### config.mk
export PLATFORM = sky130hd
export DESIGN_NAME = pabt_mul
export DESIGN_NICKNAME = d
export VERILOG_FILES = /design/src/hdl/pabt_pkg.sv /design/src/hdl/pabt_mul.sv
export SDC_FILE = /design/constraint.sdc
export NUM_CORES = 1
export LEC_CHECK = 0
export BUFFER_PORTS_ARGS = -buffer_cell sky130_fd_sc_hd__buf_2
export CORE_MARGIN = 10
export CORE_UTILIZATION = 30
export CTS_BUF_LIST = sky130_fd_sc_hd__clkbuf_8
export DETAILED_ROUTE_END_ITERATION = 10
export PLACE_DENSITY = 0.48
export SYNTH_ARGS = -nofsm -noshare
export SYNTH_HDL_FRONTEND = slang
export SYNTH_SLANG_ARGS = --single-unit
export TNS_END_PERCENT = 50
### constraint.sdc
create_clock -name i_clk -period 23.2 [get_ports i_clk]
set_input_delay 2.32 -clock i_clk [delete_from_list [all_inputs] [get_ports i_clk]]
set_output_delay 2.32 -clock i_clk [all_outputs]
set_load 0.01 [all_outputs]
### src/hdl/pabt_pkg.sv
// shared constants for the period aligned base time pipeline
// no dependencies
package pabt_pkg;
    localparam int SEC_W    = 34;
    localparam int NSEC_W   = 30;
    localparam int PERIOD_W = 40;
    localparam int TOTAL_W  = 64;
    localparam int QSEC_W   = 11;
    localparam int HALF_W   = 17;
    localparam logic [NSEC_W-1:0]   NS_PER_SEC = NSEC_W'(1000000000);
    localparam logic [PERIOD_W-1:0] PERIOD_RST = PERIOD_W'(1000000);
endpackage

### src/hdl/pabt_mul.sv
// two stage total nanosecond count: seconds times one billion plus nanoseconds
// depends on pabt_pkg
module pabt_mul import pabt_pkg::*; (
    input  logic               i_clk,
    input  logic               i_rst_n,
    input  logic               i_en,
    input  logic               i_valid,
    input  logic [SEC_W-1:0]   i_sec,
    input  logic [NSEC_W-1:0]  i_nsec,
    output logic               o_valid,
    output logic [TOTAL_W-1:0] o_total,
    output logic [SEC_W-1:0]   o_sec,
    output logic [NSEC_W-1:0]  o_nsec
);
    localparam int PHI_W = SEC_W - HALF_W + NSEC_W;
    localparam int PLO_W = HALF_W + NSEC_W + 1;

    logic               r_v1, r_v2;
    logic [PHI_W-1:0]   r_phi;
    logic [PLO_W-1:0]   r_plo;
    logic [SEC_W-1:0]   r_sec1, r_sec2;
    logic [NSEC_W-1:0]  r_nsec1, r_nsec2;
    logic [TOTAL_W-1:0] r_total;

    always_ff @(posedge i_clk) begin
        if (!i_rst_n) begin
            r_v1 <= 1'b0;
            r_v2 <= 1'b0;
        end else if (i_en) begin
            r_v1 <= i_valid;
            r_v2 <= r_v1;
        end
    end

    always_ff @(posedge i_clk) begin
        if (i_en) begin
            r_phi   <= PHI_W'(i_sec[SEC_W-1:HALF_W]) * PHI_W'(NS_PER_SEC);
            r_plo   <= PLO_W'(PLO_W'(i_sec[HALF_W-1:0]) * PLO_W'(NS_PER_SEC))
                       + PLO_W'(i_nsec);
            r_sec1  <= i_sec;
            r_nsec1 <= i_nsec;
            r_total <= (TOTAL_W'(r_phi) << HALF_W) + TOTAL_W'(r_plo);
            r_sec2  <= r_sec1;
            r_nsec2 <= r_nsec1;
        end
    end

    assign o_valid = r_v2;
    assign o_total = r_total;
    assign o_sec   = r_sec2;
    assign o_nsec  = r_nsec2;
endmodule

==> metrics <==
status=finished clean; HP Class=reg -> reg; Multi-input gate area=~15000 um2; critical path fanouts, max=7; delay-heaviest family, CP=adder cells; die area=between 90000 and 100000 um2; largest net degree at the start of global routing=121; skew final=about 54 ps; first-pass iteration count of the detailed router=5; Worst EP required=23560 ps; htree depth=2; CTS sink count=260; Crit path largest cell delay=560 ps; Yosys cell types=84; most area-consuming cells after synthesis=edfxtp_1 (32%), fa_1 (23%), ha_1 (18%); row count=104; Top Ports=approximately 200; CP arrival=approximately 9600 ps; Hold Vio Cnt, Final=0; most common cell after layout, fill and taps aside=inv_1; Synth Net Count=around 2800; CP bufs+invs=5; clock slew at reported path FFs=approximately 60 ps; max-cap violations=0; CTS tree=built; register area share after synthesis=31.9%; RSZ-0062 raised after global routing=false; storage element area=about 8000 um2; die outline width=about 310 um; Synth Area per Inst=roughly 12 um2; Num CTS Buffers=48; Die Y-Extent=305 um; most frequent cells in the layout=inv_1 (505), ha_1 (347), fa_1 (284), edfxtp_1 (258), buf_2 (195); GRT overflow=0; share of the synthesized area in the top cell type=between 30% and 40%; placed wire-length estimate=around 49000 um; top_reg_cell synth=edfxtp_1; setup_tns=0 ps; crit path time final=around 9200 ps; Slowest-stage cell, CP=fa_1; Final nets=3002; DRT Wirelength=slightly below 60000 um; Core ar.=80500 um2; layout cells sized above 1=between 10% and 20%; GPL Wtd Cong=0.886; async set-reset flop share out of synthesis=0%; fmax=roughly 110 MHz; GRT Total Usage=12.7%; hold buffer count at cts=0; fillcell total=around 8000; DRT iter0 DRCs=about 630; Synth area leader=edfxtp_1; Post-synth EDFFs=about 260; DRC Markers=0; Final Cycle Share=around 40%; vias in the first global route=about 17000; Worst-Skew Late Latency=640 ps; wire length of the first global-routing pass=between 90000 and 100000 um; Post-Synthesis Cells=between 2000 and 2500; initial antenna violation count=1; FF+latch count, synth=between 200 and 300; max-slew violations=0; total number of yosys warnings=0; crit path kind=in -> reg; Initial Util=a little under a third; Area Overhead vs Synth=12.7%; wire per inst=about 17 um; buffers added on ports=between 150 and 200; Clock Tree Root=clkbuf_8; Min Hold Slack=around 360 ps; pre-CTS setup slack=about 13000 ps; DR vias=15087; Critical Path Sink Type=flop; post-CTS repair timing setup buffer count=0; Final ANT Viol Nets=0; Worst path most repeated cell=fa_1; endpoints failing setup=0; crit path launch type=input pin; Final WS setup=about 14000 ps; via density per instance=~4.4; mapped cell area=24400 um2; Bufs on Longest Clock Path=3; slew margin rel.=37.0%; Post-CTS Resized=0; Tightest Pin Transition=roughly 940 ps
[cell usage after synthesis, types with 14 or more instances]
| cell | n |
|---|---|
| inv_1 | 493 |
| ha_1 | 347 |
| fa_1 | 284 |
| edfxtp_1 | 258 |
| xnor2_1 | 103 |
| a21oi_1 | 81 |
| nor2_1 | 65 |
| a21o_1 | 52 |
| nand2_1 | 46 |
| o21ai_0 | 31 |
| xor2_1 | 31 |
| nand3_1 | 22 |
| nor3_1 | 17 |
| a211oi_1 | 16 |
| nand2b_1 | 14 |
| nor2b_1 | 14 |
| o21ai_1 | 14 |
[worst register-to-register path, cell delays in order (launching register included)]
cell	delay (ps)
edfxtp_1	370
ha_1	180
inv_1	50
fa_1	400
nor2b_1	130
o21ai_1	80
a21boi_1	260
nor4_1	120
o31ai_1	580
a221o_1	300
o41ai_1	120
o21ai_1	750
nand4_1	230
xnor2_1	170
[registers in the layout, indices dropped and copies added (netlist names)]
name	count
o_nsec	30
o_sec	34
o_total	55
o_valid	1
r_nsec1	21
r_phi	36
r_plo	48
r_sec1	34
r_v1	1
[worst paths after layout]
check | endpoint | slack [ps] | depth (start not counted) | startpoint
max | r_plo[46] | 13970 | 27 | i_sec[6]
max reg2reg | o_total[56] | 19190 | 13 | r_sec1[17]
min reg2reg | o_nsec[27] | 360 | 0 | r_nsec1[27]
min | o_nsec[27] | 360 | 0 | r_nsec1[27]
[metal layers]
metal / track usage [%] / part of all wire (%)
met1: 16.7 / 46
met2: 21.2 / 47
met3: 2.14 / 3.9
met4: 3.85 / 2.7
met5: 0 / 0
[per-stage QoR]
stage               util (%)  cells  cell area, um2
finish                  34.1   3397           27500
floorplan                  -   2079           24400
global placement        33.0   3313           26600
global route            34.1   3397           27500
detailed placement      33.0   3313           26600
CTS                     34.1   3396           27500
[cells by family (layout without fill, tap and decap cells)]
group                      Yosys count  in the layout  synth area share (%)
xor gates and xnor gates           137            137                  5.01
buffers and inverters              517            774                  8.15
other                                0              1                     0
AOI/OAI and AO/OA                  293            293                  8.40
DFF                                260            260                  31.9
adders and majority gates          631            631                  41.1
and+or+nand+nor                    238            238                  5.24
muxes                                3              3                 0.123
[layout make-up]
cell class | count | share of cell area, %
inverters | 493 | 6.74
clock inverters | 35 | 0.847
clock buffers | 48 | 2.41
well taps | 1060 | 4.83
multi-input cells | 1302 | 53.2
diodes | 1 | 0.00911
repair buffers | 198 | 3.66
flip-flops and latches | 260 | 28.4
Power is left out: the tool's default activity adds up to more than one toggle a clock period on the data nets, which glitch-free logic cannot reach.
