File: config.mk
export PLATFORM = sky130hd
export DESIGN_NAME = pabt_split
export DESIGN_NICKNAME = d
export VERILOG_FILES = /design/src/hdl/pabt_pkg.sv /design/src/hdl/pabt_split.sv
export SDC_FILE = /design/constraint.sdc
export NUM_CORES = 1
export LEC_CHECK = 0
export BUFFER_PORTS_ARGS = -buffer_cell sky130_fd_sc_hd__buf_2
export CELL_PAD_IN_SITES_DETAIL_PLACEMENT = 0
export CELL_PAD_IN_SITES_GLOBAL_PLACEMENT = 1
export CORE_AREA = 8 8 382 235
export CTS_CLUSTER_DIAMETER = 80
export DETAILED_ROUTE_END_ITERATION = 12
export DIE_AREA = 0 0 390 243
export PLACE_DENSITY = 0.82
export SLEW_MARGIN = 30
export SYNTH_ARGS = -nofsm -noshare
export SYNTH_HDL_FRONTEND = slang
export SYNTH_SLANG_ARGS = --single-unit
File: constraint.sdc
create_clock -name i_clk -period 3.9 [get_ports i_clk]
set_clock_uncertainty 0.2 [all_clocks]
set_input_delay 0.78 -clock i_clk [delete_from_list [all_inputs] [get_ports i_clk]]
set_output_delay 0.78 -clock i_clk [all_outputs]
set_load 0.02 [all_outputs]
File: src/hdl/pabt_pkg.sv
// shared constants for the period aligned base time pipeline
// no dependencies
package pabt_pkg;
    localparam int SEC_W    = 34;
    localparam int NSEC_W   = 30;
    localparam int PERIOD_W = 40;
    localparam int TOTAL_W  = 64;
    localparam int QSEC_W   = 11;
    localparam int HALF_W   = 17;
    localparam logic [NSEC_W-1:0]   NS_PER_SEC = NSEC_W'(1000000000);
    localparam logic [PERIOD_W-1:0] PERIOD_RST = PERIOD_W'(1000000);
endpackage

File: src/hdl/pabt_split.sv
// splits the remainder into seconds and nanoseconds, one quotient bit per stage
// depends on pabt_pkg
module pabt_split import pabt_pkg::*; (
    input  logic                i_clk,
    input  logic                i_rst_n,
    input  logic                i_en,
    input  logic                i_valid,
    input  logic [PERIOD_W-1:0] i_rem,
    input  logic [SEC_W-1:0]    i_sec,
    input  logic [NSEC_W-1:0]   i_nsec,
    output logic                o_valid,
    output logic [QSEC_W-1:0]   o_rsec,
    output logic [NSEC_W-1:0]   o_rnsec,
    output logic [SEC_W-1:0]    o_sec,
    output logic [NSEC_W-1:0]   o_nsec
);
    logic [QSEC_W:0]     r_v;
    logic [PERIOD_W-1:0] r_r    [QSEC_W+1];
    logic [QSEC_W-1:0]   r_q    [QSEC_W+1];
    logic [SEC_W-1:0]    r_sec  [QSEC_W+1];
    logic [NSEC_W-1:0]   r_nsec [QSEC_W+1];

    assign r_v[0]    = i_valid;
    assign r_r[0]    = i_rem;
    assign r_q[0]    = '0;
    assign r_sec[0]  = i_sec;
    assign r_nsec[0] = i_nsec;

    for (genvar k = 0; k < QSEC_W; k++) begin : g_bit
        localparam logic [PERIOD_W:0] DIV =
            (PERIOD_W+1)'(NS_PER_SEC) << (QSEC_W-1-k);
        logic [PERIOD_W:0] n_diff;
        logic              n_ge;
        assign n_diff = {1'b0, r_r[k]} - DIV;
        assign n_ge   = {1'b0, r_r[k]} >= DIV;

        always_ff @(posedge i_clk) begin
            if (!i_rst_n) begin
                r_v[k+1] <= 1'b0;
            end else if (i_en) begin
                r_v[k+1] <= r_v[k];
            end
        end

        always_ff @(posedge i_clk) begin
            if (i_en) begin
                r_r[k+1]    <= n_ge ? n_diff[PERIOD_W-1:0] : r_r[k];
                r_q[k+1]    <= r_q[k] | (n_ge ? (QSEC_W'(1) << (QSEC_W-1-k)) : '0);
                r_sec[k+1]  <= r_sec[k];
                r_nsec[k+1] <= r_nsec[k];
            end
        end
    end

    assign o_valid = r_v[QSEC_W];
    assign o_rsec  = r_q[QSEC_W];
    assign o_rnsec = r_r[QSEC_W][NSEC_W-1:0];
    assign o_sec   = r_sec[QSEC_W];
    assign o_nsec  = r_nsec[QSEC_W];
endmodule

==> results_dict.tcl <==
set metrics [dict create \
    outcome "complete, no violations" \
    critPathMaxStageDelay_ns 0.56 \
    power_mw 30.6 \
    synth_top_area_frac 0.816 \
    hpwl_um 48000 \
    place_inst 3731 \
    grt_util_met2 0.235 \
    cts_root_buffer "clkbuf_16" \
    cpMostUsedCell "nor2_1" \
    crit_start "r_r[220]" \
    period_needed_ns 3.28 \
    slew_violations 0 \
    io_buffers 213 \
    utilization 0.589 \
    synth.most_common_cell "edfxtp_1" \
    cp.arrival_ns 3.51 \
    io_pins 214 \
    area_growth_pct 12.6 \
    p_sw_mw 7.44 \
    hold_slack_ns 0.0622 \
    finalSetupViolCount 0 \
    grt_max_degree 158 \
    ys_seq_elements 1211 \
    first_iter_violations 1495 \
    antenna_found_initial 0 \
    period_share 0.842 \
    clkSlewWorstSetupHoldPaths_ns 0.07 \
    drc 0 \
    vias_per_cell 5.18 \
    grt_usage 0.152 \
    dr.pass1.iters 5 \
    vias 20300 \
    grt_use_met1 0.221 \
    pwr-share-comb 0.105 \
    cp_top_family "compound AO/OA/AOI/OAI gates" \
    core_sq_um 84300 \
    max_freq_ghz 0.304 \
    r2r_slack_ns 0.62 \
    grt-ovfl-total 0 \
    worstMarginPinSlew_ns 0.791 \
    fin_cells 3921 \
    worst-path-buf-inv 1 \
    worst_setup_path_end_kind "register" \
    swShare 0.243 \
    synth_area_per_cell_sq_um 18.0 \
    fp.dieW_um 390 \
    postSynthCellCount 2457 \
    dieArea_sq_um 94800 \
    gp_congestion 0.854 \
    yosysTopAreaCell "edfxtp_1" \
    relSlewSlack 0.467 \
    diodes 0 \
    finalHoldViolations 0 \
    wl_per_cell_um 18.8 \
    startpoint_type "register" \
    die_h_um 243 \
    synth_commonest_cells "1200 x edfxtp_1, 144 x xnor2_1, 137 x nor2_1, 135 x nand2_1, 108 x buf_4" \
    synthFlopType "edfxtp_1" \
    grt_busiest_layer "met2" \
    p_per_area_nw_per_um2 617 \
    tns_ns 0 \
    yosys_warnings 0 \
    rows 83 \
    cts_sinks 1211 \
    synth_fp_nets 2581 \
    r2r-start "r_r[220]" \
    cts_buffers 102 \
    crit_slowest_cell "a2111oi_1" \
    start_util 0.523 \
    seq_power_share 0.562 \
    synth_area_leaders "edfxtp_1 82%, xnor2_1 2.9%, buf_4 1.8%, xor2_1 1.7%, nor2_1 1.2%" \
    power.internal_mw 23.2 \
    synth_cell_type_count 78 \
    synth_seq_area_share 0.821 \
    leakagePower_nw 17.3 \
    synth_enable_flop_cells 1200 \
    syn_area_sq_um 44100 \
    totalWireLength_um 73600 \
    cts_tree "built" \
    grt_pass1_wl_um 114000 \
    min-delay-start "i_sec[32]" \
    crit_type "reg2reg" \
    htree_levels 3 \
    peakVddDrop_uv 369 \
    pwr-share-clk 0.333 \
    cap_violations 0 \
    grt_pass1_vias 20100 \
    clock_path_buffers 3 \
    grtUsageMet3 0.0357 \
    cp_max_fo 16 \
    cp_cell_sequence "or3b_1, a2111oi_1, nor2_1, o21bai_1, a21oi_1, inv_2, o21ai_0, nor2_1, xor2_1" \
    detail-route-antenna-nets 0 \
    drive_gt1_frac 0.160 \
    hold_path.class "in2reg" \
    cp.required_ns 4.12 \
    async_flop_share 0 \
    nets 2814 \
    clk_latency_ns 0.68 \
    rsz0062_at_grt "false" \
    nFillCells 6212 \
]
logic make-up after synthesis:
logic type	Yosys count	synth area share
adders and majority gates	16	0.00454
xor gates and xnor gates	230	0.0456
muxes	17	0.00394
and+or+nand+nor	540	0.0610
DFF	1211	0.821
buffers and inverters	185	0.0251
AOI/OAI and AO/OA	258	0.0384
cell type report:
type                    count  area [sq um]  share of cell area
repair buffers            261          1640              0.0330
inverters                  53           199             0.00400
clock inverters            65           741              0.0149
multi-input cells        1061          6780               0.136
clock buffers             123          2640              0.0531
well taps                1147          1440              0.0289
flip-flops and latches   1211         36300               0.730
through the flow:
stage,area (sq um),setup slack (ns)
final,49700,0.615
after global routing,49700,0.287
after CTS,49700,0.621
after detailed placement,46300,0.661
after global placement,46300,0.723
after floorplan,44100,1.06
cell usage in the layout (no fill, tap or decap), types with 30 or more instances in the layout:
| cell | netlist | layout |
|---|---|---|
| inv_1 | 51 | 51 |
| nor2_1 | 137 | 137 |
| xor2_1 | 86 | 86 |
| nand3_1 | 50 | 50 |
| buf_2 | 5 | 212 |
| edfxtp_1 | 1200 | 1200 |
| nand2_1 | 135 | 135 |
| o21ai_0 | 62 | 62 |
| a21oi_1 | 63 | 63 |
| nor3_1 | 39 | 39 |
| xnor2_1 | 144 | 144 |
| buf_4 | 108 | 30 |
| clkbuf_16 | 0 | 102 |
power by group through the flow:
stage | registers, mW | clock network [mW] | logic (mW)
2_1_floorplan | 17.0 | 0 | 2.39
3_3_place_gp | 17.4 | 0 | 3.16
3_5_place_dp | 17.5 | 0 | 3.22
4_1_cts | 17.2 | 10.5 | 3.24
5_1_grt | 17.4 | 11.0 | 3.57
6_report | 17.2 | 10.2 | 3.20
layer usage:
layer / part of all wire / up-vias
met1: 0.47 / 9994
met4: 0.019 / 0
met3: 0.053 / 111
met2: 0.46 / 500
met5: 0 / -
li1: - / 9720
sequential cells by signal (all words and copies together), names as in the netlist:
register	count
o_sec	34
r_nsec	300
r_sec	340
o_rsec	11
r_r	400
r_q	55
o_rnsec	30
o_valid	1
r_v	10
o_nsec	30
worst paths after layout:
kind / to / depth (start not counted)
setup / recovery: r_r[193] / 9
hold / removal: r_sec[372] / 1
setup reg to reg: r_r[193] / 9
hold reg to reg: r_sec[268] / 0
worst register-to-register path: stages (launching register included):
cell and delay, ns:
edfxtp_1 0.46, or3b_1 0.37, a2111oi_1 0.56, nor2_1 0.18
o21bai_1 0.28, a21oi_1 0.24, inv_2 0.29, o21ai_0 0.21
nor2_1 0.16, xor2_1 0.08
repair_timing:
action	CTS	global route
buffers inserted	0	0
gates resized for setup	0	0
endpoints found under the setup margin	0	0
endpoints found under the hold margin	2	0
hold buffers	2	0
Power figures use the tool's default switching activity.
